### config.mk
export PLATFORM = sky130hd
export DESIGN_NAME = uart_json_freq_dir_command_parser
export DESIGN_NICKNAME = d
export VERILOG_FILES = /design/src/design/ujf_pkg.sv /design/src/design/uart_json_freq_dir_command_parser.sv /design/src/design/ujf_front.sv /design/src/design/ujf_queue.sv /design/src/design/ujf_back.sv
export SDC_FILE = /design/constraint.sdc
export NUM_CORES = 2
export LEC_CHECK = 0
export ABC_AREA = 1
export BUFFER_PORTS_ARGS = -buffer_cell sky130_fd_sc_hd__buf_2
export CORE_UTILIZATION = 25
export DETAILED_ROUTE_END_ITERATION = 8
export HOLD_SLACK_MARGIN = 0.12
export PLACE_DENSITY = 0.37
export SYNTH_ARGS = -nofsm -noshare
export SYNTH_HDL_FRONTEND = slang
export SYNTH_SLANG_ARGS = --single-unit
### constraint.sdc
create_clock -name clk -period 7.8 [get_ports clk]
set_clock_uncertainty 0.15 [all_clocks]
set_input_delay 0.39 -clock clk [delete_from_list [all_inputs] [get_ports clk]]
set_output_delay 0.39 -clock clk [all_outputs]
set_load 0.02 [all_outputs]
### src/design/ujf_pkg.sv
package ujf_pkg;

  localparam int FRAME_BYTES = 128;
  localparam int ADDR_W      = $clog2(FRAME_BYTES);
  localparam int LEN_W       = ADDR_W;
  localparam int POS_W       = ADDR_W + 1;
  localparam int FREQ_W      = 31;

  localparam logic [LEN_W-1:0]  LEN_MAX   = LEN_W'(FRAME_BYTES - 1);
  localparam logic [FREQ_W-1:0] SAT_MAX   = {FREQ_W{1'b1}};
  localparam logic [FREQ_W-1:0] FREQ_RST  = FREQ_W'(100);
  localparam logic [FREQ_W-1:0] MAX_RST   = FREQ_W'(10000000);
  localparam logic [POS_W-1:0]  DIR_SKIP  = POS_W'(12);

  localparam logic [7:0] CH_LBRACE = 8'h7B;
  localparam logic [7:0] CH_RBRACE = 8'h7D;
  localparam logic [7:0] CH_COLON  = 8'h3A;
  localparam logic [7:0] CH_SPACE  = 8'h20;
  localparam logic [7:0] CH_TAB    = 8'h09;
  localparam logic [7:0] CH_CR     = 8'h0D;
  localparam logic [7:0] CH_PLUS   = 8'h2B;
  localparam logic [7:0] CH_MINUS  = 8'h2D;
  localparam logic [7:0] CH_ZERO   = 8'h30;
  localparam logic [7:0] CH_NINE   = 8'h39;

  localparam logic [2:0] W_FREQ      = 3'd0;
  localparam logic [2:0] W_FREQUENCY = 3'd1;
  localparam logic [2:0] W_DIRECTION = 3'd2;
  localparam logic [2:0] W_FORWARD   = 3'd3;
  localparam logic [2:0] W_BACKWARD  = 3'd4;

  localparam logic [6*8-1:0]  S_FREQ      = "\"freq\"";
  localparam logic [11*8-1:0] S_FREQUENCY = "\"frequency\"";
  localparam logic [11*8-1:0] S_DIRECTION = "\"direction\"";
  localparam logic [9*8-1:0]  S_FORWARD   = "\"forward\"";
  localparam logic [10*8-1:0] S_BACKWARD  = "\"backward\"";

  typedef struct packed {
    logic              valid;
    logic [FREQ_W-1:0] frequency_hz;
    logic              freq_applied;
    logic              direction;
    logic              dir_applied;
  } ujf_result_t;

  function automatic logic [3:0] word_len(input logic [2:0] w);
    logic [3:0] n;
    case (w)
      W_FREQ:      n = 4'd6;
      W_FREQUENCY: n = 4'd11;
      W_DIRECTION: n = 4'd11;
      W_FORWARD:   n = 4'd9;
      W_BACKWARD:  n = 4'd10;
      default:     n = 4'd1;
    endcase
    return n;
  endfunction

  function automatic logic [7:0] word_char(input logic [2:0] w, input logic [3:0] k);
    logic [7:0] c;
    c = 8'h00;
    case (w)
      W_FREQ:      if (k < 4'd6)  c = S_FREQ[8*(5-k) +: 8];
      W_FREQUENCY: if (k < 4'd11) c = S_FREQUENCY[8*(10-k) +: 8];
      W_DIRECTION: if (k < 4'd11) c = S_DIRECTION[8*(10-k) +: 8];
      W_FORWARD:   if (k < 4'd9)  c = S_FORWARD[8*(8-k) +: 8];
      W_BACKWARD:  if (k < 4'd10) c = S_BACKWARD[8*(9-k) +: 8];
      default:     c = 8'h00;
    endcase
    return c;
  endfunction

endpackage

### src/design/uart_json_freq_dir_command_parser.sv
// Byte-wide command parser. A byte is taken when start is high and busy is
// low. A closing brace queues the frame for the scanner, which reads the
// frame buffer through its single registered read port, waiting for each
// read before it acts on the byte. A search for the freq, frequency or
// direction key restarts at every position of the frame. busy is high
// during reset and while a frame is queued or being scanned; it falls in
// the cycle that out_valid pulses. The result strobe lasts one cycle and
// cannot be held off, so sample it when it comes.
module uart_json_freq_dir_command_parser (
  input  logic                        clk,
  input  logic                        rst_n,
  input  logic                        start,
  output logic                        busy,
  input  logic [7:0]                  in_rx_byte,
  input  logic                        cfg_we,
  input  logic [ujf_pkg::FREQ_W-1:0]  cfg_max_freq_hz,
  output logic                        out_valid,
  output logic [ujf_pkg::FREQ_W-1:0]  out_frequency_hz,
  output logic                        out_freq_applied,
  output logic                        out_direction,
  output logic                        out_dir_applied
);
  import ujf_pkg::*;

  logic              accept, push, pop, q_valid, back_busy;
  logic [LEN_W-1:0]  push_len, head_len;
  logic [ADDR_W-1:0] rd_addr;
  logic [7:0]        rd_data;
  ujf_result_t       result;

  assign busy   = !rst_n || q_valid || back_busy;
  assign accept = start && !busy;

  ujf_front u_front (
    .clk      (clk),
    .rst_n    (rst_n),
    .accept   (accept),
    .rx_byte  (in_rx_byte),
    .push     (push),
    .push_len (push_len),
    .rd_addr  (rd_addr),
    .rd_data  (rd_data)
  );

  ujf_queue u_queue (
    .clk       (clk),
    .rst_n     (rst_n),
    .push      (push),
    .push_len  (push_len),
    .pop       (pop),
    .not_empty (q_valid),
    .head_len  (head_len)
  );

  ujf_back u_back (
    .clk     (clk),
    .rst_n   (rst_n),
    .cfg_we  (cfg_we),
    .cfg_max (cfg_max_freq_hz),
    .q_valid (q_valid),
    .q_len   (head_len),
    .q_pop   (pop),
    .rd_addr (rd_addr),
    .rd_data (rd_data),
    .busy    (back_busy),
    .result  (result)
  );

  assign out_valid        = result.valid;
  assign out_frequency_hz = result.frequency_hz;
  assign out_freq_applied = result.freq_applied;
  assign out_direction    = result.direction;
  assign out_dir_applied  = result.dir_applied;

endmodule

### src/design/ujf_front.sv
module ujf_front (
  input  logic                       clk,
  input  logic                       rst_n,
  input  logic                       accept,
  input  logic [7:0]                 rx_byte,
  output logic                       push,
  output logic [ujf_pkg::LEN_W-1:0]  push_len,
  input  logic [ujf_pkg::ADDR_W-1:0] rd_addr,
  output logic [7:0]                 rd_data
);
  import ujf_pkg::*;

  logic [7:0]       mem [FRAME_BYTES];
  logic [LEN_W-1:0] len_r, len_nxt;
  logic [7:0]       rd_data_r;
  logic             wr_en;
  logic [LEN_W-1:0] wr_addr;
  logic             is_open;

  assign is_open = (len_r != '0);

  always_comb begin
    len_nxt  = len_r;
    wr_en    = 1'b0;
    wr_addr  = len_r;
    push     = 1'b0;
    push_len = len_r;
    if (accept) begin
      if (rx_byte == CH_LBRACE) begin
        wr_en   = 1'b1;
        wr_addr = '0;
        len_nxt = LEN_W'(1);
      end else begin
        if (is_open && len_r < LEN_MAX) begin
          wr_en   = 1'b1;
          len_nxt = len_r + LEN_W'(1);
        end
        // close the frame and hand its length to the scanner
        if (rx_byte == CH_RBRACE && is_open) begin
          push     = 1'b1;
          push_len = len_nxt;
          len_nxt  = '0;
        end
      end
    end
  end

  always_ff @(posedge clk) begin
    if (!rst_n) begin
      len_r <= '0;
    end else begin
      len_r <= len_nxt;
    end
  end

  always_ff @(posedge clk) begin
    if (wr_en) begin
      mem[wr_addr] <= rx_byte;
    end
    rd_data_r <= mem[rd_addr];
  end

  assign rd_data = rd_data_r;

endmodule

### src/design/ujf_queue.sv
module ujf_queue (
  input  logic                      clk,
  input  logic                      rst_n,
  input  logic                      push,
  input  logic [ujf_pkg::LEN_W-1:0] push_len,
  input  logic                      pop,
  output logic                      not_empty,
  output logic [ujf_pkg::LEN_W-1:0] head_len
);
  import ujf_pkg::*;

  logic [LEN_W-1:0] slot_r [2];
  logic             wp_r, wp_nxt, rp_r, rp_nxt;
  logic [1:0]       cnt_r, cnt_nxt;
  logic             do_push, do_pop;

  assign not_empty = (cnt_r != 2'd0);
  assign head_len  = slot_r[rp_r];
  assign do_push   = push && (cnt_r != 2'd2);
  assign do_pop    = pop && not_empty;

  always_comb begin
    wp_nxt  = wp_r ^ do_push;
    rp_nxt  = rp_r ^ do_pop;
    cnt_nxt = cnt_r + {1'b0, do_push} - {1'b0, do_pop};
  end

  always_ff @(posedge clk) begin
    if (!rst_n) begin
      wp_r  <= 1'b0;
      rp_r  <= 1'b0;
      cnt_r <= 2'd0;
    end else begin
      wp_r  <= wp_nxt;
      rp_r  <= rp_nxt;
      cnt_r <= cnt_nxt;
    end
  end

  always_ff @(posedge clk) begin
    if (do_push) begin
      slot_r[wp_r] <= push_len;
    end
  end

endmodule

### src/design/ujf_back.sv
module ujf_back (
  input  logic                        clk,
  input  logic                        rst_n,
  input  logic                        cfg_we,
  input  logic [ujf_pkg::FREQ_W-1:0]  cfg_max,
  input  logic                        q_valid,
  input  logic [ujf_pkg::LEN_W-1:0]   q_len,
  output logic                        q_pop,
  output logic [ujf_pkg::ADDR_W-1:0]  rd_addr,
  input  logic [7:0]                  rd_data,
  output logic                        busy,
  output ujf_pkg::ujf_result_t        result
);
  import ujf_pkg::*;

  localparam logic [3:0] ST_IDLE  = 4'd0;
  localparam logic [3:0] ST_END   = 4'd1;
  localparam logic [3:0] ST_FIND  = 4'd2;
  localparam logic [3:0] ST_COLON = 4'd3;
  localparam logic [3:0] ST_SPTAB = 4'd4;
  localparam logic [3:0] ST_NWS   = 4'd5;
  localparam logic [3:0] ST_DIG   = 4'd6;
  localparam logic [3:0] ST_DSKIP = 4'd7;
  localparam logic [3:0] ST_DONE  = 4'd8;

  logic [3:0]        st_r, st_nxt;
  logic              ph_r, ph_nxt;
  logic [POS_W-1:0]  pos_r, pos_nxt, start_r, start_nxt, lim_r, lim_nxt;
  logic [3:0]        k_r, k_nxt;
  logic [2:0]        wsel_r, wsel_nxt;
  logic              mm_r, mm_nxt, for_dir_r, for_dir_nxt;
  logic              neg_r, neg_nxt, any_r, any_nxt;
  logic [FREQ_W-1:0] val_r, val_nxt, freq_r, freq_nxt, max_r, max_nxt;
  logic              dir_r, dir_nxt, fa_r, fa_nxt, da_r, da_nxt;
  logic              valid_r, valid_nxt;
  logic [7:0]        cb;
  logic [34:0]       acc;
  logic              is_ws, is_dig;

  assign rd_addr = pos_r[ADDR_W-1:0];
  assign cb      = (pos_r < lim_r) ? rd_data : 8'h00;
  assign is_ws   = (cb == CH_SPACE) || (cb >= CH_TAB && cb <= CH_CR);
  assign is_dig  = (cb >= CH_ZERO) && (cb <= CH_NINE);
  assign acc     = ({4'b0, val_r} << 3) + ({4'b0, val_r} << 1)
                 + {31'b0, 4'(cb - CH_ZERO)};
  assign busy    = (st_r != ST_IDLE);

  always_comb begin
    st_nxt      = st_r;
    ph_nxt      = ~ph_r;
    pos_nxt     = pos_r;
    start_nxt   = start_r;
    lim_nxt     = lim_r;
    k_nxt       = k_r;
    wsel_nxt    = wsel_r;
    mm_nxt      = mm_r;
    for_dir_nxt = for_dir_r;
    neg_nxt     = neg_r;
    any_nxt     = any_r;
    val_nxt     = val_r;
    freq_nxt    = freq_r;
    dir_nxt     = dir_r;
    fa_nxt      = fa_r;
    da_nxt      = da_r;
    valid_nxt   = 1'b0;
    max_nxt     = cfg_we ? cfg_max : max_r;
    q_pop       = 1'b0;

    case (st_r)
      ST_IDLE: begin
        ph_nxt = 1'b0;
        if (q_valid) begin
          q_pop   = 1'b1;
          lim_nxt = {1'b0, q_len};
          pos_nxt = '0;
          fa_nxt  = 1'b0;
          da_nxt  = 1'b0;
          st_nxt  = ST_END;
        end
      end
      ST_DONE: begin
        valid_nxt = 1'b1;
        st_nxt    = ST_IDLE;
      end
      default: begin
        // while ph_r is low, wait for the registered read; while it is high, act on it
        if (ph_r) begin
          case (st_r)
            ST_END: begin
              if (cb == 8'h00) begin
                lim_nxt   = pos_r;
                pos_nxt   = '0;
                start_nxt = '0;
                k_nxt     = '0;
                wsel_nxt  = W_FREQ;
                mm_nxt    = 1'b0;
                st_nxt    = ST_FIND;
              end else begin
                pos_nxt = pos_r + POS_W'(1);
              end
            end
            ST_FIND: begin
              if (cb == word_char(wsel_r, k_r)) begin
                if (k_r == word_len(wsel_r) - 4'd1) begin
                  case (wsel_r)
                    W_FREQ, W_FREQUENCY: begin
                      pos_nxt = start_r;
                      st_nxt  = ST_COLON;
                    end
                    W_DIRECTION: begin
                      pos_nxt = start_r + DIR_SKIP;
                      st_nxt  = ST_DSKIP;
                    end
                    W_FORWARD: begin
                      dir_nxt = 1'b0;
                      da_nxt  = 1'b1;
                      st_nxt  = ST_DONE;
                    end
                    default: begin
                      dir_nxt = 1'b1;
                      da_nxt  = 1'b1;
                      st_nxt  = ST_DONE;
                    end
                  endcase
                end else begin
                  k_nxt   = k_r + 4'd1;
                  pos_nxt = pos_r + POS_W'(1);
                end
              end else if (!mm_r && (start_r + POS_W'(1) < lim_r)) begin
                start_nxt = start_r + POS_W'(1);
                pos_nxt   = start_r + POS_W'(1);
                k_nxt     = '0;
              end else begin
                k_nxt = '0;
                case (wsel_r)
                  W_FREQ: begin
                    wsel_nxt  = W_FREQUENCY;
                    start_nxt = '0;
                    pos_nxt   = '0;
                  end
                  W_FORWARD: begin
                    wsel_nxt = W_BACKWARD;
                    pos_nxt  = start_r;
                  end
                  W_BACKWARD: begin
                    pos_nxt     = start_r;
                    for_dir_nxt = 1'b1;
                    neg_nxt     = 1'b0;
                    any_nxt     = 1'b0;
                    val_nxt     = '0;
                    st_nxt      = ST_NWS;
                  end
                  default: st_nxt = ST_DONE;
                endcase
              end
            end
            ST_COLON: begin
              if (pos_r >= lim_r) begin
                st_nxt = ST_DONE;
              end else begin
                pos_nxt = pos_r + POS_W'(1);
                if (cb == CH_COLON) begin
                  st_nxt = ST_SPTAB;
                end
              end
            end
            ST_SPTAB: begin
              if (cb == CH_SPACE || cb == CH_TAB) begin
                pos_nxt = pos_r + POS_W'(1);
              end else begin
                for_dir_nxt = 1'b0;
                neg_nxt     = 1'b0;
                any_nxt     = 1'b0;
                val_nxt     = '0;
                st_nxt      = ST_NWS;
              end
            end
            ST_NWS: begin
              if (is_ws) begin
                pos_nxt = pos_r + POS_W'(1);
              end else if (cb == CH_PLUS || cb == CH_MINUS) begin
                neg_nxt = (cb == CH_MINUS);
                pos_nxt = pos_r + POS_W'(1);
                st_nxt  = ST_DIG;
              end else begin
                st_nxt = ST_DIG;
              end
            end
            ST_DIG: begin
              if (is_dig) begin
                any_nxt = 1'b1;
                val_nxt = (acc > {4'b0, SAT_MAX}) ? SAT_MAX : acc[FREQ_W-1:0];
                pos_nxt = pos_r + POS_W'(1);
              end else if (for_dir_r) begin
                st_nxt = ST_DONE;
                if (any_r && (val_r == '0 || (!neg_r && val_r == FREQ_W'(1)))) begin
                  dir_nxt = val_r[0];
                  da_nxt  = 1'b1;
                end
              end else if (any_r && !neg_r && val_r != '0) begin
                if (val_r <= max_r) begin
                  freq_nxt = val_r;
                  fa_nxt   = 1'b1;
                end
                wsel_nxt  = W_DIRECTION;
                mm_nxt    = 1'b0;
                start_nxt = '0;
                pos_nxt   = '0;
                k_nxt     = '0;
                st_nxt    = ST_FIND;
              end else begin
                st_nxt = ST_DONE;
              end
            end
            ST_DSKIP: begin
              if (pos_r < lim_r && (cb == CH_SPACE || cb == CH_TAB || cb == CH_COLON)) begin
                pos_nxt = pos_r + POS_W'(1);
              end else begin
                start_nxt = pos_r;
                k_nxt     = '0;
                wsel_nxt  = W_FORWARD;
                mm_nxt    = 1'b1;
                st_nxt    = ST_FIND;
              end
            end
            default: st_nxt = ST_IDLE;
          endcase
        end
      end
    endcase
  end

  always_ff @(posedge clk) begin
    if (!rst_n) begin
      st_r    <= ST_IDLE;
      ph_r    <= 1'b0;
      freq_r  <= FREQ_RST;
      dir_r   <= 1'b0;
      max_r   <= MAX_RST;
      valid_r <= 1'b0;
    end else begin
      st_r    <= st_nxt;
      ph_r    <= ph_nxt;
      freq_r  <= freq_nxt;
      dir_r   <= dir_nxt;
      max_r   <= max_nxt;
      valid_r <= valid_nxt;
    end
  end

  always_ff @(posedge clk) begin
    pos_r     <= pos_nxt;
    start_r   <= start_nxt;
    lim_r     <= lim_nxt;
    k_r       <= k_nxt;
    wsel_r    <= wsel_nxt;
    mm_r      <= mm_nxt;
    for_dir_r <= for_dir_nxt;
    neg_r     <= neg_nxt;
    any_r     <= any_nxt;
    val_r     <= val_nxt;
    fa_r      <= fa_nxt;
    da_r      <= da_nxt;
  end

  always_comb begin
    result.valid        = valid_r;
    result.frequency_hz = freq_r;
    result.freq_applied = fa_r;
    result.direction    = dir_r;
    result.dir_applied  = da_r;
  end

endmodule
==> flow_summary.json <==
{
  "wire_per_inst_um": 22.69,
  "muxShareOfSynthArea": 0,
  "whs_path_depth": 3,
  "numCtsBuffers": 144,
  "ys.flop_type": "edfxtp_1",
  "failed_checks": "design-rule violations",
  "clock.fmax_mhz": 172.7,
  "timing.rr.end": "u_back.val_r[1]",
  "drc_errors": 20,
  "startpoint_type": "register",
  "gp_congestion": 0.8147,
  "netlist_instances": 4963,
  "path_class": "reg -> reg",
  "post-place-ws_ps": 1933,
  "slew_viol_final": 0,
  "syn2layout_area_growth_pct": 16.38,
  "synth_edf_count": 1106,
  "place_area_um2": 57120,
  "cts_sinks": 1195,
  "drt_wl_total_um": 181400,
  "yosys.cell_types.count": 58,
  "status": "finished with violations",
  "ys_seq_area_frac": 0.6533,
  "met1_length_um": 87820,
  "cap_violations": 0,
  "synth_compound_area_frac": 0.1341,
  "cts_buffer_depth": 3,
  "cts_root_buf": "clkbuf_16",
  "reg2reg_depth": 29,
  "globalRoute.totalOverflow": 0,
  "grt_pass1_wl_um": 266300,
  "portBuffers": 78,
  "drt-initial-drc-count": 3011,
  "r2r-start": "u_back.pos_r[0]",
  "final_cell_area_um2": 62340,
  "cp.arrival_ps": 6190,
  "routed-wl-met2_um": 82920,
  "holdCritPathClass": "in -> reg",
  "regToRegSetupSlack_ps": 2010,
  "worst_setup_path_end_kind": "register",
  "cts_setup_buffers": 0,
  "clk_pin_slew_worst_paths_ps": 60,
  "netlist_area_um2": 53570,
  "drive_gt1_frac": 0.07832,
  "holdPathEnd": "u_back.max_r[13]",
  "die_h_um": 464.9,
  "avgViaCountPerCell": 4.793,
  "wl_met3_um": 6772,
  "worstMarginPinSlew_ps": 1186,
  "cts_hold_buf": 73,
  "fp.dieW_um": 464.9,
  "htree_levels": 4,
  "fin_crit_sh": 0.7424,
  "synth_top_family_by_area": "compound AO/OA/AOI/OAI gates",
  "fin_tns_setup_ps": 0,
  "cpMostUsedCell": "nand2_1",
  "power.leakage_nw": 21.49,
  "synth_xor_area_frac": 0.008339,
  "drtAntennaViolNets": 0,
  "timing.hold.ws_ps": 184.4,
  "grt_pass1_vias": 38330,
  "setup_violations": 0,
  "num_rows": 169,
  "synthAdderAreaFrac": 0.03041,
  "fin_crit_ps": 5791,
  "cts_resized": 0,
  "synthSimpleGateAreaFrac": 0.1324,
  "synth-seq-cells": 1195,
  "highest_layer": "met4",
  "rsz0062_at_grt": "false",
  "first_pass_iters": 7,
  "cp_max_fo": 112,
  "die_area_um2": 216100,
  "crit_slowest_cell": "nor2_2",
  "fin_ws_ps": 2009,
  "hp-start": "cfg_we",
  "antenna_found_initial": 4,
  "timing_hold_violations_final": 0,
  "cp.required_ps": 8200,
  "clock_latency_ps": 790,
  "core_um2": 212500,
  "relSlewSlack": 0.2083,
  "powerDensity_nw_per_um2": 333.2,
  "num_io_pins": 79,
  "start_util": 0.2521,
  "num_vias": 38313,
  "tritoncts": "yes",
  "hpwl_um": 107800,
  "grt_max_degree": 142,
  "ys_warn_count": 0,
  "track_usage": 0.1648,
  "max_stage_delay_ps": 590,
  "fin_nets": 5226,
  "async_reset_ff_frac": 0,
  "syn_avg_cell_area_um2": 10.79,
  "ir_worst_vdd_v": 0.0003335
}
[cells by family after synthesis]
| group | Yosys count |
|---|---|
| DFF | 1195 |
| and+or+nand+nor | 1742 |
| other | 1 |
| xor gates and xnor gates | 51 |
| buffers and inverters | 573 |
| AOI/OAI and AO/OA | 1272 |
| adders and majority gates | 129 |
[worst max-delay path by stage]
stage / from / to / slack, ps / cells after the start
CTS: u_back.pos_r[0] / u_back.val_r[15] / 1970 / 29
global route: u_back.pos_r[0] / u_back.val_r[22] / 1470 / 26
detailed placement: u_back.pos_r[0] / u_back.val_r[15] / 1930 / 29
global placement: u_back.pos_r[0] / u_back.val_r[15] / 1980 / 29
floorplan: u_back.pos_r[0] / u_back.any_r / 2010 / 22
finish: u_back.pos_r[0] / u_back.val_r[1] / 2010 / 29
[metrics by stage]
step                      instances    util  power, mW
after global routing           7992  0.2933      21.88
final                          7993  0.2933      20.77
after floorplan                4970       -      11.57
after CTS                      7992  0.2933      21.06
after detailed placement       7656  0.2688      14.51
after global placement         7656  0.2688      14.55
[critical path, delay by kind of cell (launching register included)]
| kind | cells | cell delay (ps) |
|---|---|---|
| AOI/OAI and AO/OA | 3 | 710 |
| xor gates and xnor gates | 1 | 70 |
| adders and majority gates | 4 | 1030 |
| buffers and inverters | 5 | 960 |
| DFF | 1 | 470 |
| and+or+nand+nor | 16 | 2070 |
[power by group]
group	switching [mW]	internal [mW]	total (mW)	leakage, nW
logic	5.24	1.81	7.05	8.62
clock network	2.85	3.60	6.46	2.17
registers	0.117	7.15	7.27	10.7
total	8.21	12.6	20.8	21.5
[sequential cells by signal (all words and copies together) (netlist names), 14 cells and up, named ones only]
name	flops
u_front.mem	1024
u_back.freq_r	31
u_back.max_r	31
u_back.val_r	31
u_queue.slot_r	14
[cell usage after synthesis, drive strengths merged (5+ instances only)]
cell    count  area [µm²]
inv       287        1080
ha        127        1589
o32ai       7       61.31
nand4      32       206.5
xor2       36       315.3
o311ai     10       87.58
o21a       12       90.09
buf        41       216.5
nor3       43       225.2
o21ai     738        3709
nand3b      5       37.54
clkbuf    239       897.1
nand2     482        1832
clkinv      6       22.52
o211ai     20       170.2
a32oi       6       52.55
o21bai     10       78.82
xnor2      15       131.4
nand3     143       768.2
a21oi     124       624.4
edfxtp   1106       33210
nor2     1014        3871
o22ai     264        1652
a31oi      13       81.33
o221ai     49       429.2
nor4       17       106.4
dfxtp      89        1782
[final cells by class]
cell class | count | area [µm²]
Antenna cell | 1 | 2.502
Clock buffer | 193 | 3840
Clock inverter | 70 | 640.6
Fill cell | 22060 | 150200
Inverter | 293 | 1120
Multi-Input combinational cell | 3202 | 16470
Sequential cell | 1195 | 34990
Tap cell | 2821 | 3530
Timing Repair Buffer | 218 | 1743
[routing by layer]
metal,global-route usage,up-vias
li1,-,17991
met5,0,-
met1,0.2329,19353
met2,0.2642,739
met3,0.02213,230
met4,0.04144,0
[layout by cell type (no fill, tap or decap), types with 5 or more instances in the layout]
master and instances:
o221ai_1 49, buf_2 70, dlygate4sd3_1 73, nor2_4 5, edfxtp_1 1106, inv_1 276
o311ai_0 10, clkinv_2 21, nand3b_1 5, a21oi_1 123, nor3_1 40, buf_12 7
clkbuf_1 46, nand3_1 131, nand3_2 11, o21ai_0 726, nand4_1 31, nor2_1 996
a31oi_1 13, inv_2 8, nor4_1 12, nor2_2 13, o22ai_1 264, buf_4 65
nand2_2 6, o21bai_1 9, nand2_1 475, a32oi_1 6, ha_1 127, xor2_1 36
o211ai_1 16, o32ai_1 7, clkbuf_16 146, o21ai_1 10, clkinv_16 6, o21a_1 12
dfxtp_1 89, conb_1 8, xnor2_1 15, clkinv_1 34
No activity file was read; power rests on OpenSTA's default activity.
